**config.mk**
```make
export PLATFORM = sky130hd
export DESIGN_NAME = byte_alu_with_mul_div
export DESIGN_NICKNAME = d
export VERILOG_FILES = /design/src/hdl/bam_pkg.sv /design/src/hdl/bam_ctrl.sv /design/src/hdl/bam_datapath.sv /design/src/hdl/byte_alu_with_mul_div.sv
export VERILOG_INCLUDE_DIRS = /design/src /design/src/hdl
export SDC_FILE = /design/constraint.sdc
export NUM_CORES = 1
export LEC_CHECK = 0
export ABC_AREA = 1
export ABC_CLOCK_PERIOD_IN_PS = 3000
export BUFFER_PORTS_ARGS = -buffer_cell sky130_fd_sc_hd__buf_4
export CORE_ASPECT_RATIO = 1.25
export CORE_UTILIZATION = 50
export CTS_BUF_LIST = sky130_fd_sc_hd__clkbuf_16
export DETAILED_ROUTE_END_ITERATION = 10
export MAX_ROUTING_LAYER = met4
export PLACE_DENSITY = 0.71
export SLEW_MARGIN = 5
export SYNTH_ARGS = -nofsm -noshare
export SYNTH_HDL_FRONTEND = slang
export SYNTH_HIERARCHICAL = 1
export SYNTH_SLANG_ARGS = --single-unit
```
**constraint.sdc**
```tcl
create_clock -name clk_i -period 3 [get_ports clk_i]
set_clock_uncertainty 0.2 [all_clocks]
set_input_delay 0.45 -clock clk_i [delete_from_list [all_inputs] [get_ports clk_i]]
set_output_delay 0.45 -clock clk_i [all_outputs]
set_load 0.05 [all_outputs]
```
**src/hdl/assert_macros.svh**
```systemverilog
// Assertion macros for the RTL; bam_ctrl.sv is the file that includes them.
`ifndef ASSERT_MACROS_SVH
`define ASSERT_MACROS_SVH

// Property that holds at every clock edge outside reset.
`define BAM_ASSERT(lbl, clk, rst_n, prop, msg) \
  lbl: assert property (@(posedge clk) disable iff (!rst_n) (prop)) else $error(msg);

// Trigger in one cycle implies the consequence in the next.
`define BAM_ASSERT_NEXT(lbl, clk, rst_n, trig, cons, msg) \
  lbl: assert property (@(posedge clk) disable iff (!rst_n) (trig) |=> (cons)) else $error(msg);

`endif

```
**src/hdl/bam_pkg.sv**
```systemverilog
`timescale 1ns / 1ps

package bam_pkg;

  typedef enum logic [3:0] {
    CMD_AND = 4'd0,
    CMD_OR  = 4'd1,
    CMD_XOR = 4'd2,
    CMD_NOT = 4'd3,
    CMD_ADD = 4'd4,
    CMD_SUB = 4'd5,
    CMD_MUL = 4'd6,
    CMD_DIV = 4'd7,
    CMD_MOD = 4'd8,
    CMD_SHL = 4'd9,
    CMD_SHR = 4'd10
  } cmd_e;

  localparam int unsigned CmdWidth = 4;

  // Controller to datapath.
  typedef struct packed {
    logic load;      // capture a new beat
    logic step;      // one multiply or divide iteration
    logic out_load;  // move the result into the output register
  } ctrl_cmd_t;

  // Datapath to controller.
  typedef struct packed {
    logic iter_op;   // incoming command needs the iterative unit
  } dp_status_t;

endpackage

```
**src/hdl/bam_ctrl.sv**
```systemverilog
`timescale 1ns / 1ps

`include "assert_macros.svh"

module bam_ctrl #(
  parameter int unsigned DATA_WIDTH = 8
) (
  input  logic                   clk_i,
  input  logic                   rst_ni,
  input  logic                   s_tvalid_i,
  output logic                   s_tready_o,
  output logic                   m_tvalid_o,
  input  logic                   m_tready_i,
  input  bam_pkg::dp_status_t    status_i,
  output bam_pkg::ctrl_cmd_t     cmd_o
);

  localparam int unsigned CntWidth = $clog2(DATA_WIDTH);
  localparam logic [CntWidth-1:0] LastStep = CntWidth'(DATA_WIDTH - 1);

  typedef enum logic [2:0] {
    ST_IDLE = 3'b001,
    ST_BUSY = 3'b010,
    ST_DONE = 3'b100
  } state_e;

  state_e              state_q, state_d;
  logic [CntWidth-1:0] cnt_q, cnt_d;
  logic                out_valid_q, out_valid_d;
  logic                accept;
  logic                out_free;

  assign s_tready_o = (state_q == ST_IDLE);
  assign accept     = s_tvalid_i && s_tready_o;
  assign out_free   = !out_valid_q || m_tready_i;
  assign m_tvalid_o = out_valid_q;

  always_comb begin
    state_d        = state_q;
    cnt_d          = cnt_q;
    cmd_o          = '0;
    out_valid_d    = out_valid_q;
    if (out_valid_q && m_tready_i) begin
      out_valid_d = 1'b0;
    end
    case (state_q)
      ST_IDLE: begin
        if (accept) begin
          cmd_o.load = 1'b1;
          cnt_d      = '0;
          state_d    = status_i.iter_op ? ST_BUSY : ST_DONE;
        end
      end
      ST_BUSY: begin
        cmd_o.step = 1'b1;
        cnt_d      = cnt_q + 1'b1;
        if (cnt_q == LastStep) begin
          state_d = ST_DONE;
        end
      end
      ST_DONE: begin
        // hold the result until the output register drains
        if (out_free) begin
          cmd_o.out_load = 1'b1;
          out_valid_d    = 1'b1;
          state_d        = ST_IDLE;
        end
      end
      default: begin
        state_d = ST_IDLE;
      end
    endcase
  end

  always_ff @(posedge clk_i or negedge rst_ni) begin
    if (!rst_ni) begin
      state_q     <= ST_IDLE;
      cnt_q       <= '0;
      out_valid_q <= 1'b0;
    end else begin
      state_q     <= state_d;
      cnt_q       <= cnt_d;
      out_valid_q <= out_valid_d;
    end
  end

  `BAM_ASSERT(a_no_overwrite, clk_i, rst_ni, cmd_o.out_load |-> (!out_valid_q || m_tready_i), "output beat overwritten before taken")
  `BAM_ASSERT_NEXT(a_iter_len, clk_i, rst_ni, (state_q == ST_BUSY) && (cnt_q == LastStep), state_q == ST_DONE, "iteration count overran")
  `BAM_ASSERT_NEXT(a_out_set, clk_i, rst_ni, cmd_o.out_load, out_valid_q, "result loaded without valid")
  `BAM_ASSERT(a_busy_no_accept, clk_i, rst_ni, (state_q != ST_IDLE) |-> !accept, "beat accepted while busy")

endmodule

```
**src/hdl/bam_datapath.sv**
```systemverilog
`timescale 1ns / 1ps

module bam_datapath #(
  parameter int unsigned DATA_WIDTH = 8
) (
  input  logic                             clk_i,
  input  logic [bam_pkg::CmdWidth-1:0]     in_cmd_i,
  input  logic [DATA_WIDTH-1:0]            in_a_i,
  input  logic [DATA_WIDTH-1:0]            in_b_i,
  input  bam_pkg::ctrl_cmd_t               cmd_i,
  output bam_pkg::dp_status_t              status_o,
  output logic [DATA_WIDTH-1:0]            result_o
);

  localparam logic [DATA_WIDTH-1:0] WidthVal = DATA_WIDTH'(DATA_WIDTH);

  logic [bam_pkg::CmdWidth-1:0] cmd_q;
  logic [DATA_WIDTH-1:0]        a_q, b_q;
  logic [DATA_WIDTH-1:0]        acc_q, acc_d;  // product or remainder
  logic [DATA_WIDTH-1:0]        x_q, x_d;      // multiplicand or dividend
  logic [DATA_WIDTH-1:0]        y_q, y_d;      // multiplier or quotient
  logic [DATA_WIDTH-1:0]        res_q, res_mux;
  logic [DATA_WIDTH-1:0]        rem_sh;
  logic                         is_div;

  assign status_o.iter_op = in_cmd_i inside {bam_pkg::CMD_MUL, bam_pkg::CMD_DIV,
                                             bam_pkg::CMD_MOD};
  assign is_div = (cmd_q == bam_pkg::CMD_DIV) || (cmd_q == bam_pkg::CMD_MOD);
  assign rem_sh = {acc_q[DATA_WIDTH-2:0], x_q[DATA_WIDTH-1]};

  always_comb begin
    acc_d = acc_q;
    x_d   = x_q;
    y_d   = y_q;
    if (is_div) begin
      // restoring step: shift in the next dividend bit, subtract if it fits
      x_d = {x_q[DATA_WIDTH-2:0], 1'b0};
      if (acc_q[DATA_WIDTH-1] || (rem_sh >= b_q)) begin
        acc_d = rem_sh - b_q;
        y_d   = {y_q[DATA_WIDTH-2:0], 1'b1};
      end else begin
        acc_d = rem_sh;
        y_d   = {y_q[DATA_WIDTH-2:0], 1'b0};
      end
    end else begin
      acc_d = acc_q + (y_q[0] ? x_q : '0);
      x_d   = {x_q[DATA_WIDTH-2:0], 1'b0};
      y_d   = {1'b0, y_q[DATA_WIDTH-1:1]};
    end
  end

  always_ff @(posedge clk_i) begin
    if (cmd_i.load) begin
      cmd_q <= in_cmd_i;
      a_q   <= in_a_i;
      b_q   <= in_b_i;
      acc_q <= '0;
      x_q   <= in_a_i;
      y_q   <= (in_cmd_i == bam_pkg::CMD_MUL) ? in_b_i : '0;
    end else if (cmd_i.step) begin
      acc_q <= acc_d;
      x_q   <= x_d;
      y_q   <= y_d;
    end
    if (cmd_i.out_load) begin
      res_q <= res_mux;
    end
  end

  always_comb begin
    case (cmd_q)
      bam_pkg::CMD_AND: res_mux = a_q & b_q;
      bam_pkg::CMD_OR:  res_mux = a_q | b_q;
      bam_pkg::CMD_XOR: res_mux = a_q ^ b_q;
      bam_pkg::CMD_NOT: res_mux = ~a_q;
      bam_pkg::CMD_ADD: res_mux = a_q + b_q;
      bam_pkg::CMD_SUB: res_mux = a_q - b_q;
      bam_pkg::CMD_MUL: res_mux = acc_q;
      bam_pkg::CMD_DIV: res_mux = y_q;
      bam_pkg::CMD_MOD: res_mux = acc_q;
      bam_pkg::CMD_SHL: res_mux = (b_q < WidthVal) ? (a_q << b_q) : '0;
      bam_pkg::CMD_SHR: res_mux = (b_q < WidthVal) ? (a_q >> b_q) : '0;
      default:          res_mux = '0;
    endcase
  end

  assign result_o = res_q;

endmodule

```
**src/hdl/byte_alu_with_mul_div.sv**
```systemverilog
`timescale 1ns / 1ps

// Channel   Direction  Beat contents (lowest bits first)
// s_*       in         command[3:0], operand_a[W-1:0], operand_b[W-1:0]
// m_*       out        result[W-1:0]
//
// Logic, add, subtract and shifts: accept, then the result state loads the output.
// Multiply, divide and modulo: accept, W iterations of the shift-add or
// restoring step unit (one bit per cycle), then the result state loads the output.
// One beat in flight; s_tready is high only while the controller is idle.
// A finished result sits in the output register while the next beat is taken.
// Reset is asynchronous, active low, and clears control state only.
module byte_alu_with_mul_div #(
  parameter int unsigned DATA_WIDTH = 8
) (
  input  logic                   clk_i,
  input  logic                   rst_ni,
  input  logic                   s_tvalid_i,
  output logic                   s_tready_o,
  // command[3:0], operand_a, operand_b, zero pad
  input  logic [((bam_pkg::CmdWidth + 2 * DATA_WIDTH + 7) / 8) * 8 - 1:0] s_tdata_i,
  output logic                   m_tvalid_o,
  input  logic                   m_tready_i,
  // result, zero pad
  output logic [((DATA_WIDTH + 7) / 8) * 8 - 1:0] m_tdata_o
);

  localparam int unsigned OutBits = ((DATA_WIDTH + 7) / 8) * 8;
  localparam int unsigned ALo     = bam_pkg::CmdWidth;
  localparam int unsigned BLo     = bam_pkg::CmdWidth + DATA_WIDTH;

  bam_pkg::ctrl_cmd_t    ctrl_cmd;
  bam_pkg::dp_status_t   dp_status;
  logic [DATA_WIDTH-1:0] result;

  bam_ctrl #(
    .DATA_WIDTH (DATA_WIDTH)
  ) u_ctrl (
    .clk_i      (clk_i),
    .rst_ni     (rst_ni),
    .s_tvalid_i (s_tvalid_i),
    .s_tready_o (s_tready_o),
    .m_tvalid_o (m_tvalid_o),
    .m_tready_i (m_tready_i),
    .status_i   (dp_status),
    .cmd_o      (ctrl_cmd)
  );

  bam_datapath #(
    .DATA_WIDTH (DATA_WIDTH)
  ) u_datapath (
    .clk_i    (clk_i),
    .in_cmd_i (s_tdata_i[bam_pkg::CmdWidth-1:0]),
    .in_a_i   (s_tdata_i[ALo +: DATA_WIDTH]),
    .in_b_i   (s_tdata_i[BLo +: DATA_WIDTH]),
    .cmd_i    (ctrl_cmd),
    .status_o (dp_status),
    .result_o (result)
  );

  assign m_tdata_o = OutBits'(result);

endmodule

```
==> summary.md <==
| Metric | Value |
|---|---|
| Unique masters post-synth | between 40 and 50 |
| H-tree depth | 3 |
| Slew @ Worst Pin | ~0.8 ns |
| Switching part of the total | 0.451 |
| Grt ovf | 0 |
| Die width | approximately 91 um |
| Worst r2r path cells | 12 |
| Yosys reg bits | 59 |
| Status | finished, final reports clean |
| Synthesized Nets | roughly 780 |
| Clock power frac | 0.217 |
| Vias per cell | 5.62 |
| Cell family with most CP delay | simple AND/OR/NAND/NOR gates |
| Period utilization | 0.952 |
| Crit-path max FO | 5 |
| WP data required | 2.85 ns |
| Synthesized area | roughly 5000 um2 |
| Cell-internal power | 2.66 mW |
| Maximum root-to-sink buffer count | 2 |
| Fill cells | a little over 900 |
| DRC | 0 |
| Die ar. | 10400 um2 |
| Hold Vio Cnt, Final | 0 |
| Seq pwr share | 0.300 |
| Worst-case vdd ir drop | ~0.53 mV |
| Most frequent cells in the layout | 221 x nand2_1, 96 x inv_1, 73 x nand3_1 |
| RSZ-0062 raised after global routing | no |
| Core Footprint | a little under 10000 um2 |
| Critical path, cell by cell | nor2_1, nand2_1, o31ai_1, xor2_1, ha_1, nand2_1, or2_2, nand3_1, nand2_1, nand3_1, nand2_1, nand3b_1 |
| Initial DRC Count | roughly 300 |
| CP peak stage delay | 0.46 ns |
| Clk slew on worst S/H paths | around 0.060 ns |
| Area delta synth->final | 16.0% |
| Setup TNS | 0 ns |
| Most used cell, CP | nand2_1 |
| Worst R2R Setup Slack | ~0.14 ns |
| Die H | ~110 um |
| Routability cong. | around 1 |
| Cts bufs inserted | 9 |
| Final WL | approximately 14 mm |
| Initial antenna violation count | 0 |
| Sequential area share after synthesis | 0.332 |
| Rows | 40 |
| Reg2reg start | u_datapath/b_q[1] |
| Slew headroom | 0.463 |
| Critical path arrival | 2.71 ns |
| CTS Sinks | between 50 and 60 |
| Crit end category | flop |
| Avg Cell Area, Syn | between 7 and 8 um2 |
| Hold-critical path endpoint | u_datapath/a_q[3] |
| Dpl cells | between 800 and 900 |
| Post-route ant nets | 0 |
| Max Fclk | 350 MHz |
| Vias | roughly 5k |
| Post-DP HPWL | 11.0 mm |
| Power per cell area | around 840 nW/um2 |
| Leak | a little under 3 nW |
| Cells after Synth | 707 |
| Hold path depth | 1 |
| Starting Density | 0.517 |
| Critical-path top delay cell | edfxtp_1 |
| Fin. max-slew vios | 0 |
| Bufs and invs on worst path | 0 |
| FF-to-FF End | u_datapath/result_o[6] |
| Layout Nets | 829 |
| Global-route wire length before repair | roughly 23 mm |
| Layout cell share with drive strength beyond 1 | 0.127 |
| Max-Cap Viols | 0 |
| First-pass DRT Iterations | 5 |
| Number of global-route vias before repair | roughly 4.8k |
| Combinational power share | 0.483 |
| Antenna cell count | 0 |
| Worst-skew pair later-pin latency | approximately 0.34 ns |
| Finish-stage setup viols | 0 |
| Layout Cells excl Fill | ~890 |
| Min Tclk post-route | about 2.9 ns |
| Psw | approximately 2.2 mW |
| PortBufs | 33 |
| Yosys warning count | 6 |
| All-Layer GR Usage | 0.298 |
| Commonest non-fill, non-tap cell in the layout | nand2_1 |
| Hold WC Path Type | in2reg |
| CTS tree | done |
| Routed wire per std cell | 16.0 um |
| IO Pins | 38 |
| CP Class | reg2reg |
| Hold_sp | s_tdata_i[7] |
| Largest net degree at the start of global routing | 20 |
| Setup crit start kind | flop |
| CTS Root Cell | clkbuf_16 |
==> power by group through the flow <==
stage                     sequential, mW  clock, mW  combinational, mW
after global placement              1.45          0               2.24
after detailed placement            1.46          0               2.29
after global routing                1.48       1.10               2.62
after floorplan                     1.46          0               1.61
after CTS                           1.45       1.07               2.30
final                               1.45       1.05               2.34
==> Yosys cell counts (all sizes together) <==
library cell,count,area (um2)
nor3,8,45.0
nand3,75,385
nor2,56,238
a21oi,20,100
ha,41,513
a22o,1,8.76
o21a,2,15.0
xnor2,3,26.3
dfxtp,8,160
o31ai,1,7.51
nand3b,8,60.1
clkinv,2,7.51
inv,101,382
o32ai,1,8.76
o22ai,9,56.3
or2,4,25.0
o211ai,4,30.0
edfxtp,44,1320
dfstp,1,26.3
o21ai,34,181
a211oi,1,7.51
nand2,225,855
nand4,25,163
buf,8,47.5
dfrtp,6,150
fa,3,60.1
o2bb2ai,1,8.76
xor2,10,87.6
clkbuf,5,18.8
==> logic make-up after synthesis <==
logic type               share of synthesized area
AND/OR/NAND/NOR                              0.354
buffers and inverters                       0.0912
AO/OA/AOI/OAI                               0.0849
flip-flops                                   0.332
adder cells (fa/ha/maj)                      0.115
XOR/XNOR                                    0.0228
==> worst max path at each step <==
stage	start	end	slack, ns	cells after the start
after floorplan	u_datapath/b_q[1]	u_datapath/result_o[6]	0.02	15
after global placement	u_datapath/b_q[1]	u_datapath/result_o[6]	0.18	12
after detailed placement	u_datapath/b_q[1]	u_datapath/result_o[6]	0.13	12
after CTS	u_datapath/b_q[1]	u_datapath/result_o[6]	0.12	12
after global routing	u_datapath/b_q[1]	u_datapath/result_o[6]	0.02	12
final	u_datapath/b_q[1]	u_datapath/result_o[6]	0.14	12
==> final cells by class <==
class,instances,area (um2),share of cell area
multi-input cells,532,2900,0.500
clock buffers,9,225,0.0389
well taps,126,158,0.0272
repair buffers,52,393,0.0678
inverters,103,389,0.0672
clock inverters,7,73.8,0.0127
flip-flops and latches,59,1660,0.286
==> timing repair <==
action	CTS	global route
buffers inserted	0	2
hold buffers	1	0
endpoints found under the hold margin	7	0
setup endpoints to repair	0	2
gates resized for setup	0	3
==> per-stage QoR <==
stage / cell area [um2] / worst slack (ns) / utilization / hold WS (ns) / total power [mW]
floorplan: 4990 / 0.0235 / - / -0.0456 / 3.07
global placement: 5460 / 0.178 / 0.565 / 0.0652 / 3.70
detailed placement: 5460 / 0.132 / 0.565 / 0.0708 / 3.75
CTS: 5770 / 0.119 / 0.597 / 0.0858 / 4.82
global route: 5790 / 0.0227 / 0.600 / 0.0866 / 5.20
finish: 5790 / 0.144 / 0.600 / 0.0940 / 4.84
==> worst register-to-register path, delay by kind of cell, from the launching register on <==
| kind | cells | cell delay, ns |
|---|---|---|
| AND/OR/NAND/NOR | 9 | 1.17 |
| flip-flops | 1 | 0.46 |
| adder cells (fa/ha/maj) | 1 | 0.37 |
| AO/OA/AOI/OAI | 1 | 0.26 |
| XOR/XNOR | 1 | 0.11 |
==> state kept, by name, summed over array words and instances (netlist names) <==
signal               cells
u_ctrl/cnt_q             3
u_ctrl/m_tvalid_o        1
u_ctrl/state_q           3
u_datapath/a_q           8
u_datapath/acc_q         8
u_datapath/b_q           8
u_datapath/cmd_q         4
u_datapath/result_o      8
u_datapath/x_q           8
u_datapath/y_q           8
==> per-layer routing <==
| metal | global-route usage | share of wire | vias to the layer above |
|---|---|---|---|
| met4 | 0.189 | 0.052 | 0 |
| met1 | 0.334 | 0.40 | 2288 |
| met5 | - | 0 | - |
| met2 | 0.499 | 0.50 | 210 |
| met3 | 0.0440 | 0.053 | 56 |
| li1 | - | - | 2433 |
Note: power is estimated with default switching activity, not from simulation.
